$ cat config.mk
export PLATFORM = sky130hd
export DESIGN_NAME = tbmrp_ram
export DESIGN_NICKNAME = d
export VERILOG_FILES = /design/src/tbmrp_ram.sv
export SDC_FILE = /design/constraint.sdc
export NUM_CORES = 1
export LEC_CHECK = 0
export BUFFER_PORTS_ARGS = -buffer_cell sky130_fd_sc_hd__buf_4
export CAP_MARGIN = 20
export CORE_MARGIN = 5
export CORE_UTILIZATION = 52
export DETAILED_ROUTE_END_ITERATION = 16
export PLACE_DENSITY = 0.78
export SLEW_MARGIN = 10
export SYNTH_ARGS = -nofsm -noshare
export SYNTH_HDL_FRONTEND = slang
export SYNTH_SLANG_ARGS = --single-unit
export TNS_END_PERCENT = 50
$ cat constraint.sdc
create_clock -name clock -period 3 [get_ports clock]
set_input_delay 0.9 -clock clock [delete_from_list [all_inputs] [get_ports clock]]
set_output_delay 0.9 -clock clock [all_outputs]
set_load 0.02 [all_outputs]
$ cat src/tbmrp_ram.sv
// Generic single-write, single-read RAM with registered read data.
// No dependencies.
module tbmrp_ram #(
   parameter int WIDTH = 8,
   parameter int DEPTH = 2
) (
   input  logic                     clock,
   input  logic                     wr_en,
   input  logic [$clog2(DEPTH)-1:0] wr_addr,
   input  logic [WIDTH-1:0]         wr_data,
   input  logic [$clog2(DEPTH)-1:0] rd_addr,
   output logic [WIDTH-1:0]         rd_data
);

   logic [WIDTH-1:0] mem_ff [DEPTH];

   // Write one word; the read word is registered
   always_ff @(posedge clock) begin
      if (wr_en) begin
         mem_ff[wr_addr] <= wr_data;
      end
      rd_data <= mem_ff[rd_addr];
   end

endmodule

* Word-level counts from Yosys, hierarchy flattened
Memories as Yosys holds them, arrays and structs flattened. A register that Yosys moved wholly into a read port is not among the register bits. Index checks and enable logic that the tools add are counted.
Operators by class: mux-type cells 2
Operator list (number):
- 2-to-1 mux 1 bit | 2
Word-level totals: bits in registers 0, memory bits (writable) 16, input port bits 12, output and inout port bits 8, word-level logic and storage cells 3, memories 1
Memories:
- mem_ff | depth 2, bits a word 8, read ports 1, clocked after memory_dff 1, write ports 1, RTL line 15 | logic [WIDTH-1:0] mem_ff [DEPTH];

* Logic depth before layout (Yosys ltp)
depth in word-level cells 2, mapped depth 2, gate-level depth less buffers 1

* Least setup slack after synthesis
Ideal clock, no wire load.
path type input to register, start point in wr_en, end point mem mem_ff[0][0] (enable), setup time 373 ps, arrival time 1320 ps, required time 2627 ps, path slack 1307 ps, stages on the path 1, path buffers 0, cells stage by stage nor2b_1
Between the ends: cells in the longest elaborated chain, start to end 2
RTL lines:
- from (decl) | RTL line 8 | input logic wr_en,
- 2-to-1 mux 1 bit | RTL line 19 | if (wr_en) begin
- 2-to-1 mux 1 bit (not written as such) | RTL line 20 | mem_ff[wr_addr] <= wr_data;
- to (decl) | RTL line 15
Every way passes these cells.

* Final worst setup path
start point reg rd_data[6], read port of mem_ff, end point out rd_data[6]
RTL lines:
- from (decl) | RTL line 12 | output logic [WIDTH-1:0] rd_data
No word-level cell between the ends.

==> summary.md <==
| Metric | Value |
|---|---|
| WP data arrival | `0.78 ns` |
| Die height | `48.8 µm` |
| Final slew viol count | `0` |
| Syn_area_per_cell | `22.4 µm²` |
| Slew @ Worst Pin | `0.656 ns` |
| Critical path peak fanout | `1` |
| WL/cell | `about 14 µm` |
| # H-tree levels | `1` |
| Top cells by area, synth | `edfxtp_1 (61%), dfxtp_1 (20%), mux2_4 (15%)` |
| Top-count cell post-synth | `edfxtp_1` |
| Routed vias/inst | `~4.8` |
| Post-synthesis sequential area ratio | `81.7%` |
| Unique masters post-synth | `6` |
| Total gr overflow | `0` |
| Share of layout cells above drive strength 1 | `54.4%` |
| Routed Antenna Nets | `0` |
| RSZ-0062 raised after global routing | `no` |
| Slowest cell on the critical path | `dfxtp_1` |
| Tot GR Track Use | `8.33%` |
| Worst Path Buf+Inv | `1` |
| First-pass GRT wire length | `between 1500 and 2000 µm` |
| Type of origin of the critical path | `flop` |
| Core Rows | `14` |
| Peak per-stage delay on the critical path | `0.32 ns` |
| Maximum achievable frequency | `roughly 0.60 GHz` |
| Cell Chain, Critical Path | `buf_4` |
| Area share of the leading cell type in the synthesized netlist | `61.2%` |
| Initial Util | `53.3%` |
| Cell taking the most area after synthesis | `edfxtp_1` |
| Clk_skew | `0.00422 ns` |
| Clock transition at the registers of the reported paths | `0.12 ns` |
| Leakage power | `roughly 0.4 nW` |
| Yosys Warn Count | `0` |
| Die width | `a little under 50 µm` |
| Number of global-route vias before repair | `371` |
| Core area | `between 0.001 and 0.0015 mm²` |
| Synth cell count leaders | `edfxtp_1 (16), dfxtp_1 (8), mux2_4 (8)` |
| CTS root buf | `clkbuf_4` |
| CTS tree | `done` |
| CTS Hold Buffers Added | `0` |
| Final Setup Violations | `0` |
| CP Capture Type | `output pin` |
| Final antenna diode count | `0` |
| Largest net degree at the start of global routing | `15` |
| Status | `finished, final reports clean` |
| Post-CTS setup buffers | `0` |
| Dominant synthesized flop cell | `edfxtp_1` |
| Worst-case clock buffer depth | `2` |
| Period Utilization, post-route | `55.9%` |
| Fin. Hold Viols | `0` |
| Port Buf Inserts | `19` |
| WP data required | `2.10 ns` |
| Synth Cell Area | `roughly 780 µm²` |
| Vias | `about 350` |
| DRC errors left | `0` |
| EDFF count, synth | `16` |
| DRT iter0 DRCs | `3` |
| CTS sink count | `24` |
| Worst-skew pair later-pin latency | `0.30 ns` |
| Setup CP Type | `reg2out` |
| CTS resizes | `0` |
| CP delay by family, top | `flip-flops` |
| Worst slew margin | `between 50% and 60%` |
| Drt total wl | `994 µm` |
| Syn-to-layout area delta | `26.0%` |
| Post-synth ARST share | `0%` |
| I/O pin total | `20` |
| Nets | `70` |
| Final GP Congestion | `0.670` |
| Mapped Nets | `between 40 and 50` |
| Maximum VDD drop | `0.000582 V` |
| Tot Pwr | `between 600 and 700 µW` |
| DR pass1 iterations | `3` |
| Max-Cap Viols | `0` |
| Cells after synthesis | `35` |
| Initial antenna violation count | `0` |
| Die area | `between 0.002 and 0.0025 mm²` |
| Period minus WS final | `1.68 ns` |
| CTS Buf Count | `3` |
| Pwr Density | `682 mW/mm²` |
| #FFs+latches synth | `24` |
| HP Class | `reg2reg` |
| Setup TNS | `0 ns` |
[state kept, by name (all words and copies together) (netlist names)]
name	cells
rd_data	8
mem_ff	16
[cells by family after synthesis]
kind of cell           Yosys count  synth area share (%)
flip-flops                      24                  81.7
multiplexers                     8                  15.3
AND/OR/NAND/NOR                  2                  1.60
buffers and inverters            1                  1.44
[layout by cell type, fill, tap and decap left out, drive strengths merged]
master,Yosys,layout
buf,1,19
mux2,8,8
edfxtp,16,16
dfxtp,8,8
nor2b,1,1
and2,1,1
clkbuf,0,3
bufinv,0,1
[path summary, 6_finish.rpt]
check          startpoint    endpoint  slack (ns)  depth (start not counted)
max            rd_data[6]  rd_data[6]        1.32                          1
min          mem_ff[0][0]  rd_data[0]        0.48                          1
max reg2reg  mem_ff[0][7]  rd_data[7]        2.24                          1
min reg2reg  mem_ff[0][0]  rd_data[0]        0.48                          1
[power breakdown]
part | internal [mW] | total [mW] | switching (mW) | leakage, nW
clock network | 0.135 | 0.225 | 0.0901 | 0.0279
logic | 0.0359 | 0.0642 | 0.0283 | 0.162
registers | 0.379 | 0.385 | 0.00617 | 0.218
[layout make-up]
cell class	instances	area, µm²
Multi-Input combinational cell	10	133
Clock inverter	1	30.0
Clock buffer	3	22.5
Timing Repair Buffer	19	143
Tap cell	16	20.0
Sequential cell	24	641
Fill cell	118	483
[per-layer routing]
layer,track usage (%),vias to the layer above,routed length [µm]
met2,15.2,16,538
met4,4.04,0,0
met3,3.06,0,92
li1,-,172,-
met1,8.05,166,364
met5,0,-,0
[stage by stage]
step                instance area [µm²]  util [%]  std cells  setup slack, ns  hold slack, ns
floorplan                           785         -         35             1.31           0.452
global placement                    936      63.6         69             1.10           0.455
detailed placement                  936      63.6         69             1.08           0.459
CTS                                 988      67.2         73             1.31           0.488
global route                        988      67.2         73             1.27           0.498
finish                              988      67.2         73             1.32           0.484
(Power assumes the default switching activity.)
